==> src/sv/edc_pkg.sv <==
// Shared types and constants for the edit distance / similarity core.
// No dependencies; imported by every module of the block.
package edc_pkg;

    // Width of one string code unit
    localparam int CODE_W = 16;

    // Similarity percent scale and the score given when a string is empty
    localparam int PCT = 100;
    localparam logic signed [7:0] SCORE_FULL  = 8'sd100;
    localparam logic signed [7:0] SCORE_EMPTY = -8'sd1;

    // Request command codes
    typedef enum logic [1:0] {
        CMD_FIRST  = 2'd0,
        CMD_SECOND = 2'd1,
        CMD_FINISH = 2'd2
    } t_cmd;

    // Sequencer states, one-hot
    typedef enum logic [3:0] {
        S_IDLE = 4'b0001,
        S_COL  = 4'b0010,
        S_FIN  = 4'b0100,
        S_DIV  = 4'b1000
    } t_state;

endpackage

==> src/sv/edc_step.sv <==
// One Levenshtein cell update: substitution cost and minimum of three candidates.
// Depends on edc_pkg for the code unit width.
module edc_step #(
    parameter int DW = 6
) (
    input  logic [DW-1:0]              i_left,
    input  logic [DW-1:0]              i_up,
    input  logic [DW-1:0]              i_diag,
    input  logic [edc_pkg::CODE_W-1:0] i_stored,
    input  logic [edc_pkg::CODE_W-1:0] i_unit,
    output logic [DW-1:0]              o_best
);
    import edc_pkg::*;

    logic [DW:0] ins_c;
    logic [DW:0] del_c;
    logic [DW:0] sub_c;
    logic [DW:0] min_ab;
    logic [DW:0] min_all;

    // Form the three candidates one bit wider, then take the minimum
    always_comb begin
        ins_c   = {1'b0, i_left} + (DW+1)'(1);
        del_c   = {1'b0, i_up} + (DW+1)'(1);
        sub_c   = {1'b0, i_diag} + ((i_stored == i_unit) ? (DW+1)'(0) : (DW+1)'(1));
        min_ab  = (ins_c < del_c) ? ins_c : del_c;
        min_all = (min_ab < sub_c) ? min_ab : sub_c;
        o_best  = min_all[DW-1:0];
    end

endmodule

==> src/sv/edc_div.sv <==
// Bit-serial restoring divider, one quotient bit per cycle.
// Depends on edc_pkg only by house convention; used for the similarity quotient.
module edc_div #(
    parameter int NUM_W = 12,
    parameter int DEN_W = 6
) (
    input  logic             i_clk,
    input  logic             i_rst_n,
    input  logic             i_start,
    input  logic [NUM_W-1:0] i_num,
    input  logic [DEN_W-1:0] i_den,
    output logic             o_done,
    output logic [NUM_W-1:0] o_quot
);
    import edc_pkg::*;

    localparam int CW = (NUM_W > 1) ? $clog2(NUM_W) : 1;

    logic             r_run;
    logic             r_done;
    logic [CW-1:0]    r_cnt;
    logic [DEN_W-1:0] r_den;
    logic [DEN_W-1:0] r_rem;
    logic [NUM_W-1:0] r_quo;

    logic [DEN_W:0]   sh_rem;
    logic             q_bit;
    logic [DEN_W:0]   diff;

    // Shift in the next dividend bit and trial-subtract
    always_comb begin
        sh_rem = {r_rem, r_quo[NUM_W-1]};
        diff   = sh_rem - {1'b0, r_den};
        q_bit  = (sh_rem >= {1'b0, r_den});
    end

    // Control: run for NUM_W steps, pulse done after the last
    always_ff @(posedge i_clk) begin
        if (!i_rst_n) begin
            r_run  <= 1'b0;
            r_done <= 1'b0;
            r_cnt  <= '0;
        end else begin
            r_done <= 1'b0;
            if (i_start) begin
                r_run <= 1'b1;
                r_cnt <= '0;
            end else if (r_run) begin
                r_cnt <= r_cnt + CW'(1);
                if (r_cnt == CW'(NUM_W - 1)) begin
                    r_run  <= 1'b0;
                    r_done <= 1'b1;
                end
            end
        end
    end

    // Datapath: load operands, then advance one bit per cycle
    always_ff @(posedge i_clk) begin
        if (i_start) begin
            r_den <= i_den;
            r_rem <= '0;
            r_quo <= i_num;
        end else if (r_run) begin
            r_rem <= q_bit ? diff[DEN_W-1:0] : sh_rem[DEN_W-1:0];
            r_quo <= {r_quo[NUM_W-2:0], q_bit};
        end
    end

    assign o_done = r_done;
    assign o_quot = r_quo;

endmodule

==> src/sv/edit_distance_similarity_core.sv <==
// Edit distance / similarity core: top level with sequencer and the string
// and DP column memories. Depends on edc_pkg, edc_step and edc_div.
//
// Usage: present a request on i_command / i_code_unit with start high while
// busy is low. Command FIRST appends a unit to the first string; it is
// ignored once a SECOND request has been taken. Command SECOND appends a
// unit to the second string and sweeps the DP column through the shared cell
// unit one stored entry per cycle, keeping busy high until the sweep ends.
// Command FINISH reads the final column entry, then, unless a string is empty,
// runs the serial divider; the result appears on o_distance / o_score /
// o_overflow with o_done high for exactly one cycle. The block then returns
// to its cleared state and can take the next request in the same cycle that
// the result is shown. Units past MAX_LEN are dropped and flagged; reset
// (synchronous, active low) clears lengths, flags and the column's valid
// bits. The receiver cannot stall: o_done marks each result only once.
module edit_distance_similarity_core #(
    parameter int MAX_LEN = 32
) (
    input  logic                       i_clk,
    input  logic                       i_rst_n,
    input  logic                       start,
    input  logic [1:0]                 i_command,
    input  logic [edc_pkg::CODE_W-1:0] i_code_unit,
    output logic                       busy,
    output logic                       o_done,
    output logic [5:0]                 o_distance,
    output logic signed [7:0]          o_score,
    output logic                       o_overflow
);
    import edc_pkg::*;

    localparam int LW = $clog2(MAX_LEN + 1);
    localparam int AW = (MAX_LEN > 1) ? $clog2(MAX_LEN) : 1;
    localparam int NW = $clog2(PCT * MAX_LEN + 1);

    // Memories
    logic [CODE_W-1:0] fs_mem [0:MAX_LEN-1];
    logic [LW-1:0]     dp_mem [0:MAX_LEN];

    // Control and datapath registers
    t_state             r_state, n_state;
    logic [LW-1:0]      r_n, n_n;
    logic [LW-1:0]      r_m, n_m;
    logic               r_phase, n_phase;
    logic               r_ovf, n_ovf;
    logic [CODE_W-1:0]  r_unit;
    logic [LW-1:0]      r_left, n_left;
    logic [LW-1:0]      r_diag, n_diag;
    logic [LW-1:0]      r_rd_addr;
    logic               r_rd_vld;
    logic [LW-1:0]      r_dp_q;
    logic [CODE_W-1:0]  r_fs_q;
    logic [MAX_LEN:0]   r_dp_vld;
    logic               r_done;
    logic [5:0]         r_distance;
    logic signed [7:0]  r_score;
    logic               r_overflow;

    // Combinational controls
    logic               accept;
    logic               clear_all;
    logic [LW-1:0]      rd_addr;
    logic [AW-1:0]      fs_ra;
    logic               fs_we;
    logic               dp_we;
    logic [LW-1:0]      dp_wd;
    logic               unit_ld;
    logic [LW-1:0]      eff;
    logic [LW-1:0]      best;
    logic [LW-1:0]      longer;
    logic               div_start;
    logic [NW-1:0]      div_num;
    logic               div_done;
    logic [NW-1:0]      div_quot;
    logic               dist_ld;
    logic               score_ld;
    logic signed [7:0]  score_val;

    assign accept = start && (r_state == S_IDLE);
    assign busy   = (r_state != S_IDLE);

    // Column entry as read: unwritten entries hold their own index
    assign eff    = r_rd_vld ? r_dp_q : r_rd_addr;
    assign longer = (r_n > r_m) ? r_n : r_m;

    // Shared cell update
    edc_step #(.DW(LW)) u_step (
        .i_left   (r_left),
        .i_up     (eff),
        .i_diag   (r_diag),
        .i_stored (r_fs_q),
        .i_unit   (r_unit),
        .o_best   (best)
    );

    // Serial divider for 100 * distance / longer length
    edc_div #(.NUM_W(NW), .DEN_W(LW)) u_div (
        .i_clk   (i_clk),
        .i_rst_n (i_rst_n),
        .i_start (div_start),
        .i_num   (div_num),
        .i_den   (longer),
        .o_done  (div_done),
        .o_quot  (div_quot)
    );

    assign div_num = NW'(PCT * eff);

    // Sequencer
    always_comb begin
        n_state   = r_state;
        n_n       = r_n;
        n_m       = r_m;
        n_phase   = r_phase;
        n_ovf     = r_ovf;
        n_left    = r_left;
        n_diag    = r_diag;
        rd_addr   = r_rd_addr;
        fs_we     = 1'b0;
        dp_we     = 1'b0;
        dp_wd     = best;
        unit_ld   = 1'b0;
        div_start = 1'b0;
        dist_ld   = 1'b0;
        score_ld  = 1'b0;
        score_val = SCORE_EMPTY;
        clear_all = 1'b0;
        unique case (r_state)
            S_IDLE: begin
                if (accept) begin
                    unique case (i_command)
                        CMD_FIRST: begin
                            if (!r_phase) begin
                                if (r_n == LW'(MAX_LEN)) begin
                                    n_ovf = 1'b1;
                                end else begin
                                    fs_we = 1'b1;
                                    n_n   = r_n + LW'(1);
                                end
                            end
                        end
                        CMD_SECOND: begin
                            n_phase = 1'b1;
                            if (r_m == LW'(MAX_LEN)) begin
                                n_ovf = 1'b1;
                            end else begin
                                unit_ld = 1'b1;
                                rd_addr = '0;
                                n_state = S_COL;
                            end
                        end
                        CMD_FINISH: begin
                            rd_addr = r_n;
                            n_state = S_FIN;
                        end
                        default: begin
                            // reserved code: drop the request
                        end
                    endcase
                end
            end
            S_COL: begin
                // Write back the entry just read, advance the read pointer
                dp_we  = 1'b1;
                dp_wd  = (r_rd_addr == '0) ? LW'(r_m + LW'(1)) : best;
                n_left = dp_wd;
                n_diag = eff;
                if (r_rd_addr < r_n) begin
                    rd_addr = r_rd_addr + LW'(1);
                end else begin
                    n_m     = r_m + LW'(1);
                    n_state = S_IDLE;
                end
            end
            S_FIN: begin
                dist_ld = 1'b1;
                if (r_n == '0 || r_m == '0) begin
                    score_ld  = 1'b1;
                    score_val = SCORE_EMPTY;
                    clear_all = 1'b1;
                    n_state   = S_IDLE;
                end else begin
                    div_start = 1'b1;
                    n_state   = S_DIV;
                end
            end
            S_DIV: begin
                if (div_done) begin
                    score_ld  = 1'b1;
                    score_val = (div_quot >= NW'(PCT)) ? 8'sd0
                                                       : SCORE_FULL - 8'(div_quot);
                    clear_all = 1'b1;
                    n_state   = S_IDLE;
                end
            end
            default: begin
                n_state = S_IDLE;
            end
        endcase
        if (clear_all) begin
            n_n     = '0;
            n_m     = '0;
            n_phase = 1'b0;
            n_ovf   = 1'b0;
        end
    end

    assign fs_ra = (rd_addr == '0) ? '0 : AW'(rd_addr - LW'(1));

    // Control registers
    always_ff @(posedge i_clk) begin
        if (!i_rst_n) begin
            r_state    <= S_IDLE;
            r_n        <= '0;
            r_m        <= '0;
            r_phase    <= 1'b0;
            r_ovf      <= 1'b0;
            r_done     <= 1'b0;
            r_dp_vld   <= '0;
        end else begin
            r_state    <= n_state;
            r_n        <= n_n;
            r_m        <= n_m;
            r_phase    <= n_phase;
            r_ovf      <= n_ovf;
            r_done     <= score_ld;
            if (clear_all) begin
                r_dp_vld <= '0;
            end else if (dp_we) begin
                r_dp_vld[r_rd_addr] <= 1'b1;
            end
        end
    end

    // Payload registers
    always_ff @(posedge i_clk) begin
        r_left    <= n_left;
        r_diag    <= n_diag;
        r_rd_addr <= rd_addr;
        r_rd_vld  <= r_dp_vld[rd_addr];
        if (unit_ld) begin
            r_unit <= i_code_unit;
        end
        if (dist_ld) begin
            r_distance <= 6'(eff);
            r_overflow <= r_ovf;
        end
        if (score_ld) begin
            r_score <= score_val;
        end
    end

    // First string store
    always_ff @(posedge i_clk) begin
        if (fs_we) begin
            fs_mem[r_n[AW-1:0]] <= i_code_unit;
        end
        r_fs_q <= fs_mem[fs_ra];
    end

    // DP column store
    always_ff @(posedge i_clk) begin
        if (dp_we) begin
            dp_mem[r_rd_addr] <= dp_wd;
        end
        r_dp_q <= dp_mem[rd_addr];
    end

    assign o_done     = r_done;
    assign o_distance = r_distance;
    assign o_score    = r_score;
    assign o_overflow = r_overflow;

    // Result strobe only when idle again
    a_done_idle: assert property (@(posedge i_clk) disable iff (!i_rst_n)
        o_done |-> !busy)
        else $error("result strobe while busy");

    // Score is either the empty marker or a percent
    a_score_range: assert property (@(posedge i_clk) disable iff (!i_rst_n)
        o_done |-> (o_score == SCORE_EMPTY) || (o_score >= 8'sd0 && o_score <= SCORE_FULL))
        else $error("score out of range");

    // Column sweep never reads past the first string
    a_sweep_bound: assert property (@(posedge i_clk) disable iff (!i_rst_n)
        (r_state == S_COL) |-> (r_rd_addr <= r_n))
        else $error("column sweep past first length");

    // A result follows only the finish states
    a_done_src: assert property (@(posedge i_clk) disable iff (!i_rst_n)
        o_done |-> ($past(r_state) == S_FIN) || ($past(r_state) == S_DIV))
        else $error("result without finish");

endmodule

==> config.mk <==
export PLATFORM = sky130hd
export DESIGN_NAME = edit_distance_similarity_core
export DESIGN_NICKNAME = d
export VERILOG_FILES = /design/src/sv/edc_pkg.sv /design/src/sv/edc_step.sv /design/src/sv/edc_div.sv /design/src/sv/edit_distance_similarity_core.sv
export SDC_FILE = /design/constraint.sdc
export NUM_CORES = 1
export LEC_CHECK = 0
export BUFFER_PORTS_ARGS = -buffer_cell sky130_fd_sc_hd__buf_2
export CORE_MARGIN = 5
export CORE_UTILIZATION = 35
export CTS_CLUSTER_DIAMETER = 30
export DETAILED_ROUTE_END_ITERATION = 12
export PLACE_DENSITY = 0.56
export RECOVER_POWER = 100
export SLEW_MARGIN = 20
export SYNTH_ARGS = -nofsm -noshare
export SYNTH_HDL_FRONTEND = slang
export SYNTH_HIERARCHICAL = 1
export SYNTH_SLANG_ARGS = --single-unit
export TNS_END_PERCENT = 5
==> constraint.sdc <==
create_clock -name i_clk -period 6.2 [get_ports i_clk]
set_input_delay 0.62 -clock i_clk [delete_from_list [all_inputs] [get_ports i_clk]]
set_output_delay 0.62 -clock i_clk [all_outputs]
set_load 0.01 [all_outputs]
Word level (Yosys, flattened, before mapping)
Memory sizes are Yosys's and may differ from the RTL's. A register that Yosys moved wholly into a read port is not among the register bits. Cells that the tools add are included.

Equal/unequal tests: 19. $lt $le $gt $ge: 9. Multiply operators: 1. Reductions and logical operators: 19. Multiplexer cells: 56. Bitwise operators: 6. Add/sub/neg operators: 10.

Operators by type and width (number): 2-to-1 mux 6 bit (9); bitwise OR 33 bit (1); 2-to-1 mux 1 bit (29); zero test 6 bit (4); 2-to-1 mux 12 bit (2); one-hot mux 6 bit (2 select lines) (2); 2-to-1 mux 4 bit (5); adder 6 x 1 -> 6 bit, second input constant (3); equality test 16 bit (1); one-hot mux 4 bit (4 select lines) (1); adder 6 x 1 -> 7 bit, second input constant (2); < comparator 6 x 7 -> 1 bit, second input constant (2); < comparator 7 bit (2); equality test 6 bit, second input constant (2); >= comparator 12 x 7 -> 1 bit, second input constant (1); multiplier 5 x 6 -> 10 bit, first input constant (1); inequality test 2 bit, second input constant (5); AND reduction 5 bit (2); equality test 4 bit, second input constant (2); 2-to-1 mux 8 bit (1); one-hot mux 4 bit (2 select lines) (1); subtractor 7 x 8 -> 8 bit, first input constant (1); adder 6 x 1 -> 7 bit (1); >= comparator 7 x 6 -> 1 bit (1); other kinds (30) (39).

Memories kept: 2. Bits of input ports: 21. Logic and storage cells: 144. Bits in registers: 132. Output and inout port bits: 17. Memory bits (writable): 710.

Memories: fs_mem (words 32, bits a word 16, rd ports 1, clocked after memory_dff 1, write ports 1, RTL line edit_distance_similarity_core.sv:37) `logic [CODE_W-1:0] fs_mem [0:MAX_LEN-1];`; dp_mem (words 33, bits a word 6, rd ports 1, clocked after memory_dff 1, write ports 1, RTL line edit_distance_similarity_core.sv:38) `logic [LW-1:0] dp_mem [0:MAX_LEN];`.

Longest topological paths before layout
Gate-level depths: netlist (run 1).

Word-level depth: 8. Gate-level depth with buffers: 24. Gate-level depth less buffers: 23.

Hierarchy
The synthesis (run 1) kept the hierarchy.

By module, submodules not included: edit_distance_similarity_core (area each 33987.6 µm², seq. area each 24233.2 µm², times used 1, cells each 2566); edc_div (area each 1512.7 µm², seq. area each 780.7 µm², times used 1, cells each 128); edc_step (area each 887.1 µm², seq. area each 0.0 µm², times used 1, cells each 113).

Least setup slack after synthesis (run 1)
No wires, ideal clock.

Path type: register -> register. Start point: register r_rd_addr[2]. End point: memory dp_mem[0][1] (netlist bit), data pin. Required time: 5.803 ns. Library setup time: 0.397 ns. Clock period less this slack: 5.633 ns. Stages on the path, launching flop included: 20. Setup slack: 0.567 ns. Arrival: 5.236 ns. Path buffers: 1. Path through: dfxtp_1 > buf_1 > inv_1 > o21ai_0 > nand3_1 > xor2_1 > ha_1 > a2111oi_2 > o21ai_1 > a211oi_4 > mux2_2 > ha_1 > a21oi_1 > nor2b_1 > nor3_1 > o21bai_4 > mux2_4 > mux2_2 > nand2_1 > nand2_1.

Word-level cells in the longest chain between the ends: 8. Elaborated cells on any way between the ends: 9. Those cells by class: add/sub (1); order compare (2); mux (5); reduce/logical (1).

Ends and longest elaborated chain: start, declared (RTL line edit_distance_similarity_core.sv:49) `logic [LW-1:0] r_rd_addr;`; start signal, assigned (RTL line edit_distance_similarity_core.sv:239) `r_rd_addr <= rd_addr;`; 2-to-1 mux 6 bit (*) (RTL line edit_distance_similarity_core.sv:83) `assign eff = r_rd_vld ? r_dp_q : r_rd_addr;`; adder 6 x 1 -> 7 bit (*) (RTL line edc_step.sv:24) `del_c = {1'b0, i_up} + (DW+1)'(1);`; < comparator 7 bit (RTL line edc_step.sv:26) `min_ab = (ins_c < del_c) ? ins_c : del_c;`; 2-to-1 mux 7 bit (*) (RTL line edc_step.sv:26); < comparator 7 bit (RTL line edc_step.sv:27) `min_all = (min_ab < sub_c) ? min_ab : sub_c;`; 2-to-1 mux 6 bit (*) (RTL line edc_step.sv:27); net best[1] (RTL line edit_distance_similarity_core.sv:69) `logic [LW-1:0] best;`; 2-to-1 mux 6 bit (RTL line edit_distance_similarity_core.sv:165) `dp_wd = (r_rd_addr == '0) ? LW'(r_m + LW'(1)) : best;`; 2-to-1 mux 6 bit (*) (RTL line edit_distance_similarity_core.sv:128) `unique case (r_state)`; net dp_wd[1] (RTL line edit_distance_similarity_core.sv:66) `logic [LW-1:0] dp_wd;`; end, declared (RTL line edit_distance_similarity_core.sv:38).

Mark *: on every way through the listed nets, which the timed path passes. The rest lies on a longest branch.

Final worst setup path (run 1)
Start point: register r_state[1]. End point: register r_dp_q[5] (read register of dp_mem).

Word-level cells in the longest chain between the ends: 4. Elaborated cells on any way between the ends: 5. Those cells by class: eq/ne (2); mux (2); reduce/logical (1).

Ends and longest elaborated chain: start, declared (RTL line edit_distance_similarity_core.sv:41) `t_state r_state, n_state;`; start signal, assigned (RTL line edit_distance_similarity_core.sv:221) `r_state <= n_state;`; equality test 4 x 1 -> 1 bit (RTL line edit_distance_similarity_core.sv:79, edit_distance_similarity_core.sv:128); logical AND 1 bit (RTL line edit_distance_similarity_core.sv:79) `assign accept = start && (r_state == S_IDLE);`; 2-to-1 mux 6 bit (RTL line edit_distance_similarity_core.sv:130) `if (accept) begin`; one-hot mux 6 bit (2 select lines) (*) (RTL line edit_distance_similarity_core.sv:128); end, declared (RTL line edit_distance_similarity_core.sv:51) `logic [LW-1:0] r_dp_q;`.

Mark *: on every way between the ends. The rest lies on a longest branch, timed or not. A chain may end at the register's enable or synchronous reset.

==> flow_summary_export.csv, run 1 <==
group,metric,value,unit
setup_path,cpPeakStageDelay,1.29,ns
timing,final_hold_viol_count,0,
power,power.internal,0.01308,W
setup_path,path_class,"reg -> reg",
yosys,synth_compound_area_share,8.689,%
layout,area_growth,19.47,%
timing,min_period,5.906,ns
clocking,clk_path_buf_depth,3,
timing,finalSetupViolCount,0,
placed_design,numPortBuffers,37,
timing,clock_skew,0.04436,ns
placed_design,dp.cells,4152,
yosys,synth-main-ff-cell,"edfxtp_1",
floorplanning,core-area,103300,um^2
layout,drive_gt1_share,12.70,%
routing,drtPass1Iterations,6,
layout,final_cell_area,43470,um^2
setup_path,worst-r2r-setup-slack,0.29,ns
yosys,synthesis.area,36390,um^2
global_routing,grt_pass1_vias,22660,
floorplanning,num_io_pins,38,
layout,instances_no_fill,4443,
worst_hold_path,holdPathEnd,"r_state[0]",
global_routing,grt_usage,17.32,%
routing,wirelength,98.33,mm
floorplanning,rows,118,
clocking,cts.sinks,864,
yosys,synthesis.instances,2807,
setup_path,startpoint_type,"flip-flop",
power,cellLeakagePower,15.11,nW
timing,setup_tns,0,ns
setup_path,endpoint_kind,"flip-flop",
yosys,syn_area_per_cell,12.96,um^2
timing,rsz0062_at_grt,"false",
global_routing,grt_max_degree,127,
status,violations,"max-capacitance violations, max-slew violations",
yosys,synth_mux_area_share,3.057,%
global_routing,grt_pass1_wl,145.5,mm
placed_design,placed_cell_area,38310,um^2
floorplanning,initial_core_util,35.21,%
yosys,synth_edf_count,771,
power,seq_power_share,37.3,%
clocking,cts-resized-gates,0,
power,switching_power,0.004964,W
worst_hold_path,holdPathStages,2,
clocking,cts_root_buf,"clkbuf_16",
power,ir_worst_vdd,0.2787,mV
setup_path,cp_max_fo,37,
yosys,synth-simple-area-share,12.97,%
floorplanning,die_h,332.4,um
worst_hold_path,min_from,"i_rst_n",
placed_design,place_hpwl,57.32,mm
placed_design,place_congestion,0.8202,
routing,ant_nets,0,
yosys,synth_top_family_by_area,"simple AND/OR/NAND/NOR gates",
floorplanning,die-width,332.4,um
layout,nets,3020,
routing,drc,0,
power,switching_share,27.51,%
timing,slew_headroom,-37.31,%
clocking,cts_buffers,155,
routing,num_vias,23410,
timing,worstMarginPinSlew,2.060,ns
yosys,synth_warnings,6,
yosys,synthAdderAreaFrac,2.448,%
clocking,cts_tree,"built",
setup_path,worst_r2r_startpoint,"r_state[1]",
setup_path,cp.arrival,6.44,ns
setup_path,worstPathRequired,6.73,ns
timing,fmax,169.3,MHz
timing,fin_hold_ws,0.2551,ns
timing,fin_crit_sh,95.25,%
timing,drv_slew,726,
yosys,async_flop_share,0,%
setup_path,r2r_cells,10,
status,status,"finished with violations",
yosys,yosysSeqAreaShare,68.74,%
routing,drtIter0Drc,2101,
clocking,cts_hold_buf,0,
yosys,synth_xor_xnor_area_share,1.420,%
clocking,post_cts_buffers,0,
power,p_clk_share,47.6,%
power,power.density,415.2,nW/um^2
clocking,htreeDepth,4,
setup_path,r2r_end,"r_dp_q[5]",
worst_hold_path,hold_class,"in -> reg",
floorplanning,die_area,110500,um^2
flow_run,drv_cap,24,
global_routing,grt_antenna_before_repair,2,
setup_path,slowest_stage,"clkbuf_1",
clocking,clk_pin_slew,0.05,ns
yosys,synth_cell_types,95,
clocking,insertion_delay,0.75,ns
routing,viasPerCell,5.268,
power,p_comb_share,15.1,%
routing,routedWlPerCell,22.13,um
setup_path,cp_cell_sequence,"or4b_1 -> clkinv_8 -> o2111ai_1 -> a21o_1 -> o21ai_4 -> nor2_8 -> inv_4 -> clkbuf_1 -> a311oi_1 -> a2111oi_0",
yosys,ys_seq_elements,864,
global_routing,gr-total-overflow,0,
[metal layers]
metal  routed length (um)  vias up  global-route usage [%]
li1                     -    10800                       -
met1                42580    11710                   23.04
met2                47280      720                   28.56
met3                 5977      173                   3.610
met4                 2498        0                   5.637
met5                    0        -                       0
[how the worst max path moves through the flow]
stage | start | end | cells after the start
after global routing | r_state[1] | r_dp_q[1] | 10
after CTS | r_rd_addr[0] | dp_mem[9][2] | 19
after floorplan | r_rd_addr[2] | dp_mem[0][1] | 19
after detailed placement | r_rd_addr[0] | dp_mem[13][2] | 19
final | r_state[1] | r_dp_q[5] | 10
after global placement | r_rd_addr[0] | dp_mem[13][2] | 19
[synth_stat cells (23+ instances only)]
| library cell | instances | area, um^2 |
|---|---|---|
| edfxtp_1 | 771 | 23150 |
| nand2_1 | 517 | 1941 |
| nor2_1 | 213 | 799.5 |
| nand3_1 | 198 | 991.0 |
| dfxtp_1 | 93 | 1862 |
| o21ai_0 | 83 | 415.4 |
| clkbuf_1 | 71 | 266.5 |
| ha_1 | 68 | 850.8 |
| mux2_2 | 53 | 596.8 |
| a21oi_1 | 52 | 260.3 |
| buf_2 | 52 | 260.3 |
| inv_1 | 51 | 191.4 |
| mux2i_1 | 47 | 470.5 |
| and3_1 | 41 | 256.5 |
| o22ai_1 | 37 | 231.5 |
| a311oi_1 | 36 | 315.3 |
| xor2_1 | 32 | 280.3 |
| nand4_1 | 29 | 181.4 |
| xnor2_1 | 27 | 236.5 |
| a32oi_1 | 25 | 219.0 |
| a22oi_1 | 24 | 180.2 |
| a31oi_1 | 23 | 143.9 |
[registers in the layout, summed over array words and instances, names as in the netlist, 8 cells and up]
signal / flops
r_fs_q: 16
r_unit: 16
u_div/o_quot: 12
o_score: 8
dp_mem: 198
r_dp_vld: 33
fs_mem: 512
[power by group through the flow]
stage | Sequential, W | Clock [W] | Combinational [W]
after floorplan | 0.00680 | 0 | 0.00170
after global placement | 0.00683 | 0 | 0.00275
after detailed placement | 0.00683 | 0 | 0.00275
after CTS | 0.00672 | 0.00871 | 0.00277
after global routing | 0.00673 | 0.00903 | 0.00294
final | 0.00673 | 0.00859 | 0.00272
[logic make-up (layout without fill, tap and decap cells)]
| group | Yosys count | count (layout) |
|---|---|---|
| AOI/OAI and AO/OA | 425 | 425 |
| xor gates and xnor gates | 59 | 59 |
| adders and majority gates | 70 | 70 |
| buffers and inverters | 210 | 464 |
| DFF | 864 | 864 |
| muxes | 103 | 103 |
| other | 1 | 3 |
| and+or+nand+nor | 1075 | 1075 |
[stage by stage]
step	utilization, %	setup slack, ns	total power [W]
after floorplan	-	0.5673	0.008508
after global placement	37.07	0.7203	0.009577
after detailed placement	37.07	0.6508	0.009580
after CTS	42.31	0.6371	0.01820
after global routing	42.06	0.1166	0.01870
final	42.06	0.2943	0.01805
[final cells by class]
class | count | area [um^2]
timing repair buffer | 117 | 649.4
tap | 1380 | 1727
inverter | 57 | 239.0
clock buffer | 186 | 4150
sequential | 864 | 25010
antenna | 1 | 2.502
multi-input combinational | 1734 | 10420
fill | 9527 | 59880
clock inverter | 104 | 1267
[layout by cell type, fill, tap and decap left out, types with 28 or more instances in the layout]
cell type,instances
and3_1,41
nand2_1,517
dfxtp_1,93
mux2_2,51
xor2_1,32
nor2_1,209
a311oi_1,36
edfxtp_1,771
clkbuf_1,93
nand4_1,30
clkinv_2,28
inv_1,52
ha_1,68
clkbuf_16,159
o21ai_0,84
mux2i_1,46
o22ai_1,37
a21oi_1,53
buf_4,32
nand3_1,198
[critical path, delay by kind of cell (launching register included)]
kind	cells	cell delay (ns)
and+or+nand+nor	2	1.02
buffers and inverters	3	2.04
DFF	1	0.47
AOI/OAI and AO/OA	5	2.10
Note: power is estimated with default switching activity, not from simulation.
==> run 2, diff against run 1 <==
- ABC_CLOCK_PERIOD_IN_PS: default -> 6200
- CELL_PAD_IN_SITES_DETAIL_PLACEMENT: default -> 2
- CELL_PAD_IN_SITES_GLOBAL_PLACEMENT: default -> 2
- PLACE_DENSITY: 0.56 -> 0.71
==> flow_summary_export.csv, run 2 (synthesis results as in run 1) <==
group,metric,value,unit
status,status,"finished with violations",
status,violations,"max-capacitance violations, max-slew violations",
setup_path,cp.arrival,6.56,ns
routing,ant_nets,0,
routing,routedWlPerCell,28.73,um
floorplanning,die-width,332.4,um
clocking,clk_path_buf_depth,3,
floorplanning,die_h,332.4,um
timing,worstMarginPinSlew,2.606,ns
setup_path,worstPathRequired,6.87,ns
setup_path,cp_max_fo,70,
routing,drc,0,
routing,num_vias,25270,
routing,drtIter0Drc,1831,
floorplanning,die_area,110500,um^2
layout,final_cell_mix,"edfxtp_1, nand2_1, nor2_1",
timing,clock_skew,0.05037,ns
layout,largest_reg_flops,512,
placed_design,place_hpwl,74.56,mm
power,p_comb_share,15.1,%
routing,viasPerCell,5.616,
flow_run,drv_cap,28,
timing,slew_headroom,-73.70,%
clocking,cts.sinks,864,
worst_hold_path,hold_class,"in -> reg",
setup_path,path_class,"reg -> reg",
routing,drtPass1Iterations,6,
placed_design,dp.cells,4157,
power,switching_power,0.005674,W
clocking,clk_pin_slew,0.04,ns
global_routing,grt_usage,22.92,%
power,power.density,443.9,nW/um^2
timing,final_hold_viol_count,0,
timing,fin_crit_sh,94.92,%
floorplanning,rows,118,
floorplanning,num_io_pins,38,
global_routing,grt_pass1_wl,191.0,mm
global_routing,gr-total-overflow,0,
layout,utilization,42.99,%
timing,finalSetupViolCount,0,
power,cellLeakagePower,15.54,nW
power,switching_share,28.77,%
power,p_clk_share,50.6,%
clocking,cts_buffers,181,
routing,wirelength,129.3,mm
setup_path,endpoint_kind,"flip-flop",
clocking,insertion_delay,0.79,ns
clocking,cts_tree,"built",
placed_design,place_congestion,0.8357,
setup_path,startpoint_type,"flip-flop",
power,power.internal,0.01405,W
global_routing,grt_max_degree,127,
clocking,cts_hold_buf,0,
timing,min_period,5.885,ns
global_routing,grt_antenna_before_repair,2,
setup_path,worst-r2r-setup-slack,0.31,ns
clocking,htreeDepth,4,
global_routing,grt_pass1_vias,28630,
timing,fmax,169.9,MHz
layout,nets,3051,
power,ir_worst_vdd,0.3229,mV
floorplanning,initial_core_util,35.21,%
placed_design,numPortBuffers,37,
layout,instances_no_fill,4499,
layout,drive_gt1_share,13.80,%
timing,drv_slew,782,
floorplanning,core-area,103300,um^2
layout,mostFrequentLayoutCell,"edfxtp_1",
timing,setup_tns,0,ns
layout,area_growth,22.11,%
clocking,cts_root_buf,"clkbuf_16",
power,seq_power_share,34.3,%
run 2: path summary, 6_finish.rpt:
check,startpoint,endpoint,cells past startpoint
worst max-delay path,r_rd_addr[3],r_fs_q[3],13
worst min-delay path,i_rst_n,r_state[0],2
worst max register to register,r_rd_addr[3],r_fs_q[3],13
worst min register to register,r_dp_vld[2],r_dp_vld[2],2
run 2: metrics by stage:
step                      total power, W  worst slack, ns  instance area (um^2)  hold WS, ns
after CTS                        0.01988           0.2390                 44660       0.2000
final                            0.01972           0.3148                 44430       0.2369
after detailed placement        0.009766           0.3318                 38330       0.4638
after global placement          0.009619           0.6265                 38330       0.4481
after global routing             0.02037         -0.02893                 44430       0.2281
after floorplan                 0.008508           0.5673                 36390       0.4091
run 2: final cells by class:
type                       count  area [um^2]
tap                         1380         1727
antenna                        3        7.507
clock inverter               114         1518
fill                       10190        58920
timing repair buffer         122        675.6
sequential                   864        25010
multi-input combinational   1734        10440
clock buffer                 225         4817
inverter                      57        235.2
run 2: timing repair:
action,in CTS,in global routing
resized for setup,0,3
hold endpoints to repair,0,0
endpoints found under the setup margin,0,99
setup buffers,0,0
run 2: routing by layer:
metal | part of all wire (%) | track usage [%] | up-vias | wire (um)
met1 | 39 | 27.12 | 13330 | 50460
met3 | 4.9 | 4.210 | 270 | 6281
met2 | 52 | 40.77 | 797 | 66640
met4 | 4.6 | 10.21 | 0 | 5885
met5 | 0 | 0 | - | 0
li1 | - | - | 10870 | -
run 2: worst max-delay path: stages, from the launching register on:
cell	delay [ns]
dfxtp_1	0.63
ha_1	0.36
a21oi_1	0.30
o21ai_0	0.16
a21oi_1	0.63
a21oi_1	0.23
or2_4	0.30
inv_4	0.08
buf_4	0.74
nand3_1	0.30
mux2i_2	0.44
or2_1	0.74
o211ai_1	0.54
a21oi_1	0.30
run 2: power by group through the flow:
stage	combinational [W]	clock (W)	sequential, W
6_report	0.00298	0.00997	0.00677
3_3_place_gp	0.00275	0	0.00687
4_1_cts	0.00299	0.0101	0.00677
3_5_place_dp	0.00290	0	0.00687
5_1_grt	0.00315	0.0105	0.00677
2_1_floorplan	0.00170	0	0.00680
